### src/sos_pkg.sv
`timescale 1ns / 1ps
`default_nettype none

package sos_pkg;

	// default widths of the datapath
	localparam int SAMPLE_BITS_DEF = 16;
	localparam int COUNT_BITS_DEF  = 40;

	// fixed field widths
	localparam int VOXEL_BITS = 16;
	localparam int THR_BITS   = 16;
	localparam int ACC_BITS   = 56;
	localparam int OUT_CNT_W  = 40;
	localparam int DICE_BITS  = 17;
	localparam int MEAN_BITS  = 16;

	// quotient bits of the shared divider: 17 result bits plus one overflow bit
	localparam int QUOT_BITS = 18;

	// region results waiting between front and back
	localparam int QUEUE_DEPTH = 4;

	localparam logic [THR_BITS-1:0] THR_RESET = 16'h8000;

	typedef enum logic [2:0] {
		BK_IDLE,
		BK_SUM,
		BK_TOTAL,
		BK_DICE_GO,
		BK_DICE_WAIT,
		BK_MEAN_GO,
		BK_MEAN_WAIT,
		BK_OUT
	} bk_state_t;

endpackage

`default_nettype wire

### src/segmentation_overlap_stats_unit.sv
// a region's last voxel passes stages s1 and s2 before its snapshot is pushed into the result queue;
//   the result is presented after two divisions
//   on one shared divider
// throughput: one voxel transaction per cycle while in_stall is low; the back end finishes
//   one region result before it pops the next; four finished regions queue before in_stall rises
// reset: arst_n clears counters, sums, queue and control; fg_threshold returns to 32768
`timescale 1ns / 1ps
`default_nettype none

module segmentation_overlap_stats_unit #(
	parameter int SAMPLE_BITS = sos_pkg::SAMPLE_BITS_DEF,
	parameter int COUNT_BITS  = sos_pkg::COUNT_BITS_DEF
) (
	input  wire logic                              clk,
	input  wire logic                              arst_n,
	// threshold register
	input  wire logic                              cfg_wr_en,
	input  wire logic [sos_pkg::THR_BITS-1:0]      cfg_wr_data,
	// voxel pair channel
	input  wire logic                              in_valid,
	output logic                                   in_stall,
	input  wire logic [sos_pkg::VOXEL_BITS-1:0]    voxel_a,
	input  wire logic [sos_pkg::VOXEL_BITS-1:0]    voxel_b,
	input  wire logic                              last_voxel,
	// region result channel
	output logic                                   out_valid,
	input  wire logic                              out_stall,
	output logic [sos_pkg::OUT_CNT_W-1:0]          voxel_total,
	output logic [sos_pkg::OUT_CNT_W-1:0]          fg_only_a,
	output logic [sos_pkg::OUT_CNT_W-1:0]          fg_only_b,
	output logic [sos_pkg::OUT_CNT_W-1:0]          fg_both,
	output logic [sos_pkg::OUT_CNT_W-1:0]          bg_both,
	output logic [sos_pkg::ACC_BITS-1:0]           abs_diff_sum,
	output logic [sos_pkg::ACC_BITS-1:0]           sq_diff_sum,
	output logic [sos_pkg::DICE_BITS-1:0]          dice_q16,
	output logic [sos_pkg::MEAN_BITS-1:0]          mean_abs_diff
);
	import sos_pkg::*;

	// one region snapshot: four counts and two sums
	localparam int SNAP_W = 4 * COUNT_BITS + 2 * ACC_BITS;
	localparam int QCNT_W = $clog2(QUEUE_DEPTH + 1);

	logic              q_push;
	logic              q_pop;
	logic              q_empty;
	logic [QCNT_W-1:0] q_count;
	logic [SNAP_W-1:0] q_wr_data;
	logic [SNAP_W-1:0] q_rd_data;

	// front: threshold compare, |a-b| and its square in a short pipeline,
	// saturating counters and sums; a last voxel pushes the snapshot and clears
	sos_front #(
		.SAMPLE_BITS (SAMPLE_BITS),
		.COUNT_BITS  (COUNT_BITS),
		.QUEUE_DEPTH (QUEUE_DEPTH),
		.QCNT_W      (QCNT_W)
	) u_front (
		.clk         (clk),
		.arst_n      (arst_n),
		.cfg_wr_en   (cfg_wr_en),
		.cfg_wr_data (cfg_wr_data),
		.in_valid    (in_valid),
		.in_stall    (in_stall),
		.voxel_a     (voxel_a),
		.voxel_b     (voxel_b),
		.last_voxel  (last_voxel),
		.q_count     (q_count),
		.q_push      (q_push),
		.q_data      (q_wr_data)
	);

	// queue of finished regions, lets voxels keep streaming while
	// the back end divides or the consumer stalls
	sos_queue #(
		.W     (SNAP_W),
		.DEPTH (QUEUE_DEPTH),
		.CNT_W (QCNT_W)
	) u_queue (
		.clk     (clk),
		.arst_n  (arst_n),
		.push    (q_push),
		.wr_data (q_wr_data),
		.pop     (q_pop),
		.rd_data (q_rd_data),
		.count   (q_count),
		.empty   (q_empty)
	);

	// back: saturating total, dice and mean through one serial divider,
	// result held on the output until the transaction completes
	sos_back #(
		.COUNT_BITS (COUNT_BITS)
	) u_back (
		.clk           (clk),
		.arst_n        (arst_n),
		.q_empty       (q_empty),
		.q_data        (q_rd_data),
		.q_pop         (q_pop),
		.out_valid     (out_valid),
		.out_stall     (out_stall),
		.voxel_total   (voxel_total),
		.fg_only_a     (fg_only_a),
		.fg_only_b     (fg_only_b),
		.fg_both       (fg_both),
		.bg_both       (bg_both),
		.abs_diff_sum  (abs_diff_sum),
		.sq_diff_sum   (sq_diff_sum),
		.dice_q16      (dice_q16),
		.mean_abs_diff (mean_abs_diff)
	);

endmodule

`default_nettype wire

### src/sos_front.sv
`timescale 1ns / 1ps
`default_nettype none

module sos_front #(
	parameter int SAMPLE_BITS = sos_pkg::SAMPLE_BITS_DEF,
	parameter int COUNT_BITS  = sos_pkg::COUNT_BITS_DEF,
	parameter int QUEUE_DEPTH = sos_pkg::QUEUE_DEPTH,
	parameter int QCNT_W      = $clog2(QUEUE_DEPTH + 1)
) (
	input  wire logic                                          clk,
	input  wire logic                                          arst_n,
	input  wire logic                                          cfg_wr_en,
	input  wire logic [sos_pkg::THR_BITS-1:0]                  cfg_wr_data,
	input  wire logic                                          in_valid,
	output logic                                               in_stall,
	input  wire logic [sos_pkg::VOXEL_BITS-1:0]                voxel_a,
	input  wire logic [sos_pkg::VOXEL_BITS-1:0]                voxel_b,
	input  wire logic                                          last_voxel,
	input  wire logic [QCNT_W-1:0]                             q_count,
	output logic                                               q_push,
	output logic [4*COUNT_BITS+2*sos_pkg::ACC_BITS-1:0]        q_data
);
	import sos_pkg::*;

	typedef struct packed {
		logic [COUNT_BITS-1:0] both;
		logic [COUNT_BITS-1:0] only_a;
		logic [COUNT_BITS-1:0] only_b;
		logic [COUNT_BITS-1:0] bg;
		logic [ACC_BITS-1:0]   abs_sum;
		logic [ACC_BITS-1:0]   sq_sum;
	} snap_t;

	localparam logic [COUNT_BITS-1:0] CNT_MAX = '1;
	localparam logic [ACC_BITS-1:0]   ACC_MAX = '1;

	logic [THR_BITS-1:0] thr_q;

	logic                   accept;
	logic [SAMPLE_BITS-1:0] a_in;
	logic [SAMPLE_BITS-1:0] b_in;
	logic [SAMPLE_BITS-1:0] thr;
	logic                   fa_in;
	logic                   fb_in;
	logic [SAMPLE_BITS-1:0] d_in;

	logic                   vld_s1;
	logic                   last_s1;
	logic                   fa_s1;
	logic                   fb_s1;
	logic [SAMPLE_BITS-1:0] d_s1;

	logic                     vld_s2;
	logic                     last_s2;
	logic                     fa_s2;
	logic                     fb_s2;
	logic [SAMPLE_BITS-1:0]   d_s2;
	logic [2*SAMPLE_BITS-1:0] prod_s2;

	logic [COUNT_BITS-1:0] both_q, oa_q, ob_q, bg_q;
	logic [ACC_BITS-1:0]   abs_q, sq_q;

	logic [COUNT_BITS-1:0]    both_nx, oa_nx, ob_nx, bg_nx;
	logic [ACC_BITS-1:0]      abs_nx, sq_nx;
	logic [ACC_BITS:0]        abs_sum_w, sq_sum_w;
	logic [2*SAMPLE_BITS-1:0] sq_term;
	logic [QCNT_W:0]          occ;
	snap_t                    snap;

	// room in the queue for every region end still in flight plus the new one
	assign occ = {1'b0, q_count} + (QCNT_W+1)'(vld_s1 && last_s1)
		+ (QCNT_W+1)'(vld_s2 && last_s2);
	assign in_stall = (occ >= (QCNT_W+1)'(QUEUE_DEPTH));
	assign accept   = in_valid && !in_stall;

	assign a_in  = voxel_a[SAMPLE_BITS-1:0];
	assign b_in  = voxel_b[SAMPLE_BITS-1:0];
	assign thr   = thr_q[SAMPLE_BITS-1:0];
	assign fa_in = (a_in > thr);
	assign fb_in = (b_in > thr);
	assign d_in  = (a_in >= b_in) ? (a_in - b_in) : (b_in - a_in);

	always_ff @(posedge clk or negedge arst_n) begin
		if (!arst_n) begin
			thr_q  <= THR_RESET;
			vld_s1 <= 1'b0;
			vld_s2 <= 1'b0;
		end else begin
			if (cfg_wr_en) begin
				thr_q <= cfg_wr_data;
			end
			vld_s1 <= accept;
			vld_s2 <= vld_s1;
		end
	end

	always_ff @(posedge clk) begin
		last_s1 <= last_voxel;
		fa_s1   <= fa_in;
		fb_s1   <= fb_in;
		d_s1    <= d_in;
		last_s2 <= last_s1;
		fa_s2   <= fa_s1;
		fb_s2   <= fb_s1;
		d_s2    <= d_s1;
		prod_s2 <= d_s1 * d_s1;
	end

	// classification into one of four counters, saturating
	always_comb begin
		both_nx = both_q;
		oa_nx   = oa_q;
		ob_nx   = ob_q;
		bg_nx   = bg_q;
		if (fa_s2 && fb_s2) begin
			both_nx = (both_q == CNT_MAX) ? both_q : both_q + 1'b1;
		end else if (fa_s2) begin
			oa_nx = (oa_q == CNT_MAX) ? oa_q : oa_q + 1'b1;
		end else if (fb_s2) begin
			ob_nx = (ob_q == CNT_MAX) ? ob_q : ob_q + 1'b1;
		end else begin
			bg_nx = (bg_q == CNT_MAX) ? bg_q : bg_q + 1'b1;
		end
	end

	assign sq_term   = prod_s2 >> 16;
	assign abs_sum_w = {1'b0, abs_q} + (ACC_BITS+1)'(d_s2);
	assign sq_sum_w  = {1'b0, sq_q} + (ACC_BITS+1)'(sq_term);
	assign abs_nx    = abs_sum_w[ACC_BITS] ? ACC_MAX : abs_sum_w[ACC_BITS-1:0];
	assign sq_nx     = sq_sum_w[ACC_BITS] ? ACC_MAX : sq_sum_w[ACC_BITS-1:0];

	always_comb begin
		snap.both    = both_nx;
		snap.only_a  = oa_nx;
		snap.only_b  = ob_nx;
		snap.bg      = bg_nx;
		snap.abs_sum = abs_nx;
		snap.sq_sum  = sq_nx;
	end

	assign q_push = vld_s2 && last_s2;
	assign q_data = snap;

	always_ff @(posedge clk or negedge arst_n) begin
		if (!arst_n) begin
			both_q <= '0;
			oa_q   <= '0;
			ob_q   <= '0;
			bg_q   <= '0;
			abs_q  <= '0;
			sq_q   <= '0;
		end else if (vld_s2) begin
			if (last_s2) begin
				both_q <= '0;
				oa_q   <= '0;
				ob_q   <= '0;
				bg_q   <= '0;
				abs_q  <= '0;
				sq_q   <= '0;
			end else begin
				both_q <= both_nx;
				oa_q   <= oa_nx;
				ob_q   <= ob_nx;
				bg_q   <= bg_nx;
				abs_q  <= abs_nx;
				sq_q   <= sq_nx;
			end
		end
	end

	a_no_overcommit: assert property (@(posedge clk) disable iff (!arst_n)
		occ <= (QCNT_W+1)'(QUEUE_DEPTH + 2))
		else $error("front: queue overcommitted");

endmodule

`default_nettype wire

### src/sos_queue.sv
`timescale 1ns / 1ps
`default_nettype none

module sos_queue #(
	parameter int W     = 4 * sos_pkg::COUNT_BITS_DEF + 2 * sos_pkg::ACC_BITS,
	parameter int DEPTH = sos_pkg::QUEUE_DEPTH,
	parameter int CNT_W = $clog2(DEPTH + 1)
) (
	input  wire logic             clk,
	input  wire logic             arst_n,
	input  wire logic             push,
	input  wire logic [W-1:0]     wr_data,
	input  wire logic             pop,
	output logic      [W-1:0]     rd_data,
	output logic      [CNT_W-1:0] count,
	output logic                  empty
);
	import sos_pkg::*;

	localparam int PTR_W = $clog2(DEPTH);

	logic [W-1:0]     mem_q [DEPTH];
	logic [W-1:0]     rd_data_q;
	logic [PTR_W-1:0] wr_ptr_q;
	logic [PTR_W-1:0] rd_ptr_q;
	logic [CNT_W-1:0] count_q;

	// rd_data holds the entry taken by the latest pop until the next pop
	always_ff @(posedge clk) begin
		if (push) begin
			mem_q[wr_ptr_q] <= wr_data;
		end
		if (pop) begin
			rd_data_q <= mem_q[rd_ptr_q];
		end
	end

	always_ff @(posedge clk or negedge arst_n) begin
		if (!arst_n) begin
			wr_ptr_q <= '0;
			rd_ptr_q <= '0;
			count_q  <= '0;
		end else begin
			if (push) begin
				wr_ptr_q <= (wr_ptr_q == PTR_W'(DEPTH - 1)) ? '0 : wr_ptr_q + 1'b1;
			end
			if (pop) begin
				rd_ptr_q <= (rd_ptr_q == PTR_W'(DEPTH - 1)) ? '0 : rd_ptr_q + 1'b1;
			end
			count_q <= count_q + CNT_W'(push) - CNT_W'(pop);
		end
	end

	assign rd_data = rd_data_q;
	assign count   = count_q;
	assign empty   = (count_q == '0);

	a_no_overflow: assert property (@(posedge clk) disable iff (!arst_n)
		push |-> (count_q != CNT_W'(DEPTH)))
		else $error("queue: write while full");

	a_no_underflow: assert property (@(posedge clk) disable iff (!arst_n)
		pop |-> (count_q != '0))
		else $error("queue: read while empty");

endmodule

`default_nettype wire

### src/sos_div.sv
`timescale 1ns / 1ps
`default_nettype none

module sos_div #(
	parameter int W     = 60,
	parameter int DEN_W = 42,
	parameter int QW    = sos_pkg::QUOT_BITS
) (
	input  wire logic             clk,
	input  wire logic             arst_n,
	input  wire logic             start,
	input  wire logic [W-1:0]     num,
	input  wire logic [DEN_W-1:0] den,
	output logic                  done,
	output logic      [QW-1:0]    quot
);
	import sos_pkg::*;

	localparam int STEP_W = $clog2(QW + 1);

	logic              busy_q;
	logic              done_q;
	logic [STEP_W-1:0] step_q;
	logic [W-1:0]      rem_q;
	logic [W-1:0]      dsh_q;
	logic [QW-1:0]     quot_q;
	logic              ge;

	// restoring division, one quotient bit a cycle, msb first
	assign ge = (rem_q >= dsh_q);

	always_ff @(posedge clk or negedge arst_n) begin
		if (!arst_n) begin
			busy_q <= 1'b0;
			done_q <= 1'b0;
			step_q <= '0;
		end else begin
			done_q <= 1'b0;
			if (start) begin
				busy_q <= 1'b1;
				step_q <= STEP_W'(QW);
			end else if (busy_q) begin
				step_q <= step_q - 1'b1;
				if (step_q == STEP_W'(1)) begin
					busy_q <= 1'b0;
					done_q <= 1'b1;
				end
			end
		end
	end

	always_ff @(posedge clk) begin
		if (start) begin
			rem_q  <= num;
			dsh_q  <= W'(den) << (QW - 1);
			quot_q <= '0;
		end else if (busy_q) begin
			if (ge) begin
				rem_q <= rem_q - dsh_q;
			end
			quot_q <= {quot_q[QW-2:0], ge};
			dsh_q  <= dsh_q >> 1;
		end
	end

	assign done = done_q;
	assign quot = quot_q;

endmodule

`default_nettype wire

### src/sos_back.sv
`timescale 1ns / 1ps
`default_nettype none

module sos_back #(
	parameter int COUNT_BITS = sos_pkg::COUNT_BITS_DEF
) (
	input  wire logic                                      clk,
	input  wire logic                                      arst_n,
	input  wire logic                                      q_empty,
	input  wire logic [4*COUNT_BITS+2*sos_pkg::ACC_BITS-1:0] q_data,
	output logic                                           q_pop,
	output logic                                           out_valid,
	input  wire logic                                      out_stall,
	output logic [sos_pkg::OUT_CNT_W-1:0]                  voxel_total,
	output logic [sos_pkg::OUT_CNT_W-1:0]                  fg_only_a,
	output logic [sos_pkg::OUT_CNT_W-1:0]                  fg_only_b,
	output logic [sos_pkg::OUT_CNT_W-1:0]                  fg_both,
	output logic [sos_pkg::OUT_CNT_W-1:0]                  bg_both,
	output logic [sos_pkg::ACC_BITS-1:0]                   abs_diff_sum,
	output logic [sos_pkg::ACC_BITS-1:0]                   sq_diff_sum,
	output logic [sos_pkg::DICE_BITS-1:0]                  dice_q16,
	output logic [sos_pkg::MEAN_BITS-1:0]                  mean_abs_diff
);
	import sos_pkg::*;

	typedef struct packed {
		logic [COUNT_BITS-1:0] both;
		logic [COUNT_BITS-1:0] only_a;
		logic [COUNT_BITS-1:0] only_b;
		logic [COUNT_BITS-1:0] bg;
		logic [ACC_BITS-1:0]   abs_sum;
		logic [ACC_BITS-1:0]   sq_sum;
	} snap_t;

	localparam int DEN_W = COUNT_BITS + 2;
	localparam int DIV_W = (COUNT_BITS + 20 > ACC_BITS + 1) ? COUNT_BITS + 20 : ACC_BITS + 1;
	localparam logic [COUNT_BITS-1:0] CNT_MAX = '1;

	bk_state_t state_q, state_nx;

	snap_t                 snap;
	logic [COUNT_BITS-1:0] sab_q, scd_q, total_q;
	logic [DEN_W-1:0]      den_q;
	logic [DICE_BITS-1:0]  dice_q;
	logic [MEAN_BITS-1:0]  mean_q;

	logic [COUNT_BITS:0]   sab_w, scd_w, tot_w;
	logic [DEN_W-1:0]      den_w;
	logic                  div_start;
	logic [DIV_W-1:0]      div_num;
	logic [DEN_W-1:0]      div_den;
	logic                  div_done;
	logic [QUOT_BITS-1:0]  div_quot;
	logic                  ld_dice;
	logic                  ld_mean;

	// the popped snapshot stays on the queue output until the next pop
	assign snap = q_data;

	always_comb begin
		state_nx = state_q;
		unique case (state_q)
			BK_IDLE: begin
				if (!q_empty) begin
					state_nx = BK_SUM;
				end
			end
			BK_SUM:       state_nx = BK_TOTAL;
			BK_TOTAL:     state_nx = BK_DICE_GO;
			BK_DICE_GO:   state_nx = BK_DICE_WAIT;
			BK_DICE_WAIT: begin
				if (div_done) begin
					state_nx = BK_MEAN_GO;
				end
			end
			BK_MEAN_GO:   state_nx = BK_MEAN_WAIT;
			BK_MEAN_WAIT: begin
				if (div_done) begin
					state_nx = BK_OUT;
				end
			end
			BK_OUT: begin
				if (!out_stall) begin
					state_nx = BK_IDLE;
				end
			end
			default:      state_nx = BK_IDLE;
		endcase
	end

	always_comb begin
		q_pop     = 1'b0;
		div_start = 1'b0;
		ld_dice   = 1'b0;
		ld_mean   = 1'b0;
		out_valid = 1'b0;
		unique case (state_q)
			BK_IDLE:      q_pop = !q_empty;
			BK_DICE_GO:   div_start = 1'b1;
			BK_DICE_WAIT: ld_dice = div_done;
			BK_MEAN_GO:   div_start = 1'b1;
			BK_MEAN_WAIT: ld_mean = div_done;
			BK_OUT:       out_valid = 1'b1;
			default: begin
				q_pop = 1'b0;
			end
		endcase
	end

	always_ff @(posedge clk or negedge arst_n) begin
		if (!arst_n) begin
			state_q <= BK_IDLE;
		end else begin
			state_q <= state_nx;
		end
	end

	// pairwise saturating sums toward the total, and the dice denominator
	assign sab_w = {1'b0, snap.both} + {1'b0, snap.only_a};
	assign scd_w = {1'b0, snap.only_b} + {1'b0, snap.bg};
	assign tot_w = {1'b0, sab_q} + {1'b0, scd_q};
	assign den_w = DEN_W'(snap.only_a) + DEN_W'(snap.only_b)
		+ (DEN_W'(snap.both) << 1);

	// numerators carry the half-divisor for round half up
	always_comb begin
		if (state_q == BK_MEAN_GO) begin
			div_num = DIV_W'(snap.abs_sum) + DIV_W'(total_q >> 1);
			div_den = DEN_W'(total_q);
		end else begin
			div_num = (DIV_W'(snap.both) << 17) + DIV_W'(den_q >> 1);
			div_den = den_q;
		end
	end

	sos_div #(
		.W     (DIV_W),
		.DEN_W (DEN_W),
		.QW    (QUOT_BITS)
	) u_div (
		.clk    (clk),
		.arst_n (arst_n),
		.start  (div_start),
		.num    (div_num),
		.den    (div_den),
		.done   (div_done),
		.quot   (div_quot)
	);

	always_ff @(posedge clk) begin
		if (state_q == BK_SUM) begin
			sab_q <= sab_w[COUNT_BITS] ? CNT_MAX : sab_w[COUNT_BITS-1:0];
			scd_q <= scd_w[COUNT_BITS] ? CNT_MAX : scd_w[COUNT_BITS-1:0];
			den_q <= den_w;
		end
		if (state_q == BK_TOTAL) begin
			total_q <= tot_w[COUNT_BITS] ? CNT_MAX : tot_w[COUNT_BITS-1:0];
		end
		if (ld_dice) begin
			dice_q <= (den_q == '0) ? '0 : div_quot[DICE_BITS-1:0];
		end
		if (ld_mean) begin
			// no voxels gives zero, a quotient beyond 16 bits is capped
			if (total_q == '0) begin
				mean_q <= '0;
			end else if (div_quot[QUOT_BITS-1] || div_quot[QUOT_BITS-2]) begin
				mean_q <= '1;
			end else begin
				mean_q <= div_quot[MEAN_BITS-1:0];
			end
		end
	end

	assign voxel_total   = OUT_CNT_W'(total_q);
	assign fg_only_a     = OUT_CNT_W'(snap.only_a);
	assign fg_only_b     = OUT_CNT_W'(snap.only_b);
	assign fg_both       = OUT_CNT_W'(snap.both);
	assign bg_both       = OUT_CNT_W'(snap.bg);
	assign abs_diff_sum  = snap.abs_sum;
	assign sq_diff_sum   = snap.sq_sum;
	assign dice_q16      = dice_q;
	assign mean_abs_diff = mean_q;

	a_out_after_mean: assert property (@(posedge clk) disable iff (!arst_n)
		(state_q == BK_MEAN_WAIT && div_done) |=> out_valid)
		else $error("back: result not presented after mean division");

	a_dice_range: assert property (@(posedge clk) disable iff (!arst_n)
		out_valid |-> (dice_q16 <= DICE_BITS'(65536)))
		else $error("back: dice score above one");

endmodule

`default_nettype wire

### config.mk
export PLATFORM = sky130hd
export DESIGN_NAME = segmentation_overlap_stats_unit
export DESIGN_NICKNAME = d
export VERILOG_FILES = /design/src/sos_pkg.sv /design/src/segmentation_overlap_stats_unit.sv /design/src/sos_front.sv /design/src/sos_queue.sv /design/src/sos_div.sv /design/src/sos_back.sv
export SDC_FILE = /design/constraint.sdc
export NUM_CORES = 2
export LEC_CHECK = 0
export ABC_AREA = 1
export BUFFER_PORTS_ARGS = -buffer_cell sky130_fd_sc_hd__buf_2
export CAP_MARGIN = 20
export CORE_UTILIZATION = 30
export CTS_BUF_LIST = sky130_fd_sc_hd__clkbuf_8
export CTS_CLUSTER_DIAMETER = 200
export DETAILED_ROUTE_END_ITERATION = 8
export PLACE_DENSITY = 0.58
export SLEW_MARGIN = 10
export SYNTH_ARGS = -nofsm -noshare
export SYNTH_HDL_FRONTEND = slang
export SYNTH_SLANG_ARGS = --single-unit
### constraint.sdc
create_clock -name clk -period 12.4 [get_ports clk]
set_clock_uncertainty 0.15 [all_clocks]
set_input_delay 1.24 -clock clk [delete_from_list [all_inputs] [get_ports clk]]
set_output_delay 1.24 -clock clk [all_outputs]
set_load 0.005 [all_outputs]
* After elaboration in Yosys (flattened, before gate mapping) *
Memory sizes are Yosys's and may differ from the RTL's. A register that Yosys moved wholly into a read port is not among the register bits.
Index checks and enable logic that the tools add are counted.

operators by class
  multipliers = 1
  eq/ne operators = 18
  multiplexer cells = 52
  order comparisons = 5
  reductions and logical operators = 16
  add/subtract/negate cells = 23

operators with widths
  cell                                                             count
  40-bit 2-to-1 mux                                                17
  60-bit 2-to-1 mux                                                4
  56-bit 2-to-1 mux                                                4
  40-bit by 40-bit adder with 41-bit output                        4
  40-bit by 1-bit adder with 40-bit output, second input constant  4
  40-bit == test, second input constant                            4
  59-bit 2-to-1 mux                                                2
  56-bit by 16-bit adder with 57-bit output                        2
  60-bit by 59-bit greater-or-equal comparator with 1-bit output   1
  60-bit by 59-bit subtractor with 60-bit output                   1
  57-bit by 41-bit adder with 58-bit output                        1
  56-bit by 39-bit adder with 57-bit output                        1
  42-bit by 41-bit adder with 42-bit output                        1
  42-bit zero test                                                 1
  42-bit 2-to-1 mux                                                1
  40-bit zero test                                                 1
  16-bit greater-than comparator                                   2
  16-bit by 16-bit multiplier with 32-bit output                   1
  16-bit 2-to-1 mux                                                2
  16-bit subtractor                                                2
  3-bit case mux with 8 select lines                               1
  16-bit greater-or-equal comparator                               1
  1-bit 2-to-1 mux                                                 13
  3-bit == test, second input constant                             4
  23 further kinds                                                 40

word-level totals
  memories kept = 1
  word-level logic and storage cells = 151
  register bits after elaboration = 709
  memory bits (writable) = 1088

memories
  memory         words  bits a word  read ports  clocked after memory_dff  wr ports  RTL line         text
  u_queue.mem_q  4      272          1           1                         1         sos_queue.sv:22  logic [W-1:0] mem_q [DEPTH];

* Logic depth before layout (Yosys ltp) *
  depth in word-level cells = 6
  gate-level depth with buffers = 27

* Cells and area by module *
A second synthesis with hierarchy kept.

unflattened totals
  cells, all modules = 15934
  area, all modules = 127637.4 µm²

by module, submodules not included
  module     area each (µm²)  cells each  sequential area each (µm²)  times used
  sos_queue  54068.1          4584        41014.3                     1
  sos_front  34610.7          5276        8339.2                      1
  sos_back   27816.7          4362        5930.7                      1
  sos_div    11141.9          1712        3938.8                      1

* Least setup slack after synthesis *
No wires, ideal clock.

  kind = register -> register
  from = reg u_front.vld_s2
  to = mem u_queue.mem_q[0][0] (netlist name) (enable)
  data required time = 11.338 ns
  setup slack = -0.749 ns
  buffers on the path = 1
  cell stages (with the launch flop) = 4
  arrival time = 12.087 ns
  cell sequence = dfrtp_1 > clkbuf_1 > nand2_1 > nor2_1

between the ends
  word-level cells in the longest chain between the ends = 3

RTL lines
  what                                    RTL line          text
  start: declaration                      sos_front.sv:53   logic vld_s2;
  start signal: assignment                sos_front.sv:93   vld_s2 <= vld_s1;
  1-bit logical AND                       sos_front.sv:141  assign q_push = vld_s2 && last_s2;
  1-bit 2-to-1 mux                        sos_queue.sv:30   if (push) begin
  1-bit 2-to-1 mux (implied by the code)  sos_queue.sv:31   mem_q[wr_ptr_q] <= wr_data;
  end: declaration                        sos_queue.sv:22

No other way between the ends.

* Final worst setup path *
  from = reg u_front.d_s1[11]
  to = reg u_front.prod_s2[31]

between the ends
  word-level cells in the longest chain between the ends = 1

RTL lines
  what                                            RTL line          text
  start: declaration                              sos_front.sv:51   logic [SAMPLE_BITS-1:0] d_s1;
  start signal: assignment                        sos_front.sv:101  d_s1 <= d_in;
  16-bit by 16-bit multiplier with 32-bit output  sos_front.sv:106  prod_s2 <= d_s1 * d_s1;
  end signal: assignment                          sos_front.sv:106
  end: declaration                                sos_front.sv:58   logic [2*SAMPLE_BITS-1:0] prod_s2;

No other way between the ends.
A chain may end at the register's enable or synchronous reset.

==> reports/results.tsv <==
metric	value	unit
hold_path.class	reg2reg	
coreArea	0.396	sq mm
rsz0062_at_grt	false	
die_h	633	um
tritoncts	yes	
clk_latency	1.09	ns
placed_cell_area	0.127	sq mm
vias_per_cell	5.07	
yosys.area.top_type	edfxtp_1	
clkPwrFrac	0.154	
powerDensity	306	mW/mm^2
worstPathMaxFanout	18	
drc	0	
synthTopCellsByArea	edfxtp_1, nand2_1, dfrtp_1, ha_1, inv_1	
ctsResizeCount	0	
htree_levels	5	
routed_wl	438000	um
cp.arrival	7.07	ns
layoutNonFillerInstCount	19765	
drive_gt1_frac	0.0814	
worstMarginPinSlew	1.64	ns
peakVddDrop	793	uV
seq_power_share	0.270	
synth_top_area_frac	0.417	
synthTopCellsByCount	nand2_1, inv_1, edfxtp_1	
worstSetupPathType	reg2reg	
setup_viol	0	
grt_usage	0.211	
synth_fp_nets	14504	
cts_root_buffer	clkbuf_8	
period_minus_slack	6.28	ns
synthFlopType	edfxtp_1	
maxCapViolCount	0	
hold-worst-slack	0.176	ns
synth_cells	13743	
grt_pass1_vias	94413	
power.internal	0.0207	W
rows	231	
num_vias	100218	
comb_power_share	0.576	
place_congestion	0.998	
die_area	0.400	sq mm
finalHoldViolCount	0	
drt_iter0_markers	10021	
fin_ws	6.12	ns
grt_antenna_before_repair	45	
crit_required	13.19	ns
crit_path_end_kind	flip-flop	
switchingPower	0.0206	W
areaGrowthSynthToFinish	12.8	%
start_util	0.301	
ys_ff_latch	2053	
yosysSeqAreaShare	0.496	
max_slew_margin	-0.0933	
swShare	0.499	
maxSlewViolCount	70	
clockBufferDepth	4	
design_area	0.135	sq mm
async_reset_ff_frac	0.150	
grt_use_met3	0.0308	
place_inst	19089	
wl_per_cell	22.2	um
status	finished, violations left	
numCtsBuffers	359	
portBuffers	400	
grt_use_met2	0.331	
busiest_layer	met2	
chipWidth	633	um
synth_edf_count	1657	
clock-sinks	2053	
grt_max_degree	192	
grt-ovfl-total	0	
synth.most_common_cell	nand2_1	
pin_count	401	
first_pass_iters	6	
synth_cell_type_count	68	
use_met1	0.293	
grt_pass1_wl	632000	um
violations	max-slew violations	
fin_nets	14971	
syn_avg_cell_area	8.68	sq um
clk_pin_slew	0.06	ns
pre_cts_ws	6.15	ns
yosysWarnings	0	
ant_nets	0	
hpwl	328000	um
max_freq	159	MHz
finalCritPeriodShare	0.506	
cp-start-kind	flip-flop	
leakagePower	55.2	nW
synth_area	0.119	sq mm
[power groups by stage]
stage / sequential, W / clock [W] / combinational (W)
6_report: 0.0111 / 0.00634 / 0.0238
5_1_grt: 0.0112 / 0.00674 / 0.0267
4_1_cts: 0.0111 / 0.00647 / 0.0236
3_5_place_dp: 0.0112 / 0 / 0.0235
3_3_place_gp: 0.0112 / 0 / 0.0235
2_1_floorplan: 0.0105 / 0 / 0.0164
[routing by layer]
layer  part of all wire  wire length, um  vias to the layer above
met5            0.00016               72                        -
met4              0.042            18500                       12
li1                   -                -                    47409
met1               0.45           195000                    48398
met2               0.44           193000                     3656
met3              0.070            30800                      743
[layout make-up]
class                   instances  area (sq um)
clock inverters               271          1830
repair buffers                505          2920
well taps                    5242          6560
clock buffers                 387          5330
fillers                     41426        261000
diodes                         16          40.0
flip-flops and latches       2053         59200
multi-input cells            9572         52200
inverters                    1719          6480
[path summary, 6_finish.rpt]
path	from	end	slack, ns	cells past startpoint
max	u_front.d_s1[11]	u_front.prod_s2[31]	6.12	18
min in group asynchronous	arst_n	u_front.ob_q[28]	0.60	2
max in group asynchronous	arst_n	u_front.vld_s2	9.39	4
min reg2reg	u_front.fb_s1	u_front.fb_s2	0.18	0
min	u_front.fb_s1	u_front.fb_s2	0.18	0
max reg2reg	u_front.d_s1[11]	u_front.prod_s2[31]	6.12	18
[per-stage QoR]
step / TNS, ns / power, W / util
after floorplan: -814.58 / 0.0269 / -
after global placement: 0 / 0.0347 / 0.322
after detailed placement: 0 / 0.0347 / 0.322
after CTS: 0 / 0.0412 / 0.340
after global routing: 0 / 0.0446 / 0.340
final: 0 / 0.0412 / 0.340
[cells by family after synthesis]
kind of cell / synth area share
compound gates: 0.111
xor+xnor: 0.0242
fa+ha+maj: 0.0851
buf+inv: 0.0675
flops: 0.496
mux: 0.0000944
simple gates: 0.216
[registers in the layout, indices dropped and copies added, names as in the netlist, 42 cells and up]
name                count
u_back.u_div.rem_q     60
u_queue.rd_data       272
u_queue.mem_q        1088
u_front.sq_q           56
u_back.u_div.dsh_q     59
u_back.den_q           42
u_front.abs_q          56
[cells in the final DEF, fill, tap and decap left out, types with 202 or more instances in the layout]
cell / count
edfxtp_1: 1657
o22ai_1: 299
inv_1: 1821
nand3_1: 781
ha_1: 533
nor3_1: 202
xor2_1: 238
buf_2: 399
dfrtp_1: 302
o21ai_0: 1122
nand2_1: 3039
nor2_1: 1566
a21oi_1: 658
clkbuf_8: 387
[repair_timing]
action | in CTS | in global routing
hold buffers | 1 | 0
buffers inserted | 0 | 0
hold endpoints to repair | 48 | 0
[worst max-delay path: stages (launching register included)]
cell and delay, ns:
dfxtp_1 0.91, nand2_1 0.26, fa_1 0.57, fa_1 0.54, inv_1 0.05, fa_1 0.48, fa_1 0.51, fa_1 0.49
inv_1 0.05, fa_1 0.47, inv_1 0.04, ha_1 0.33, nand2_1 0.15, nor2_1 0.17, nand4_1 0.08, o21ai_0 0.37
a21oi_1 0.22, o211ai_1 0.21, nand2_1 0.07
Power figures use the tool's default switching activity.
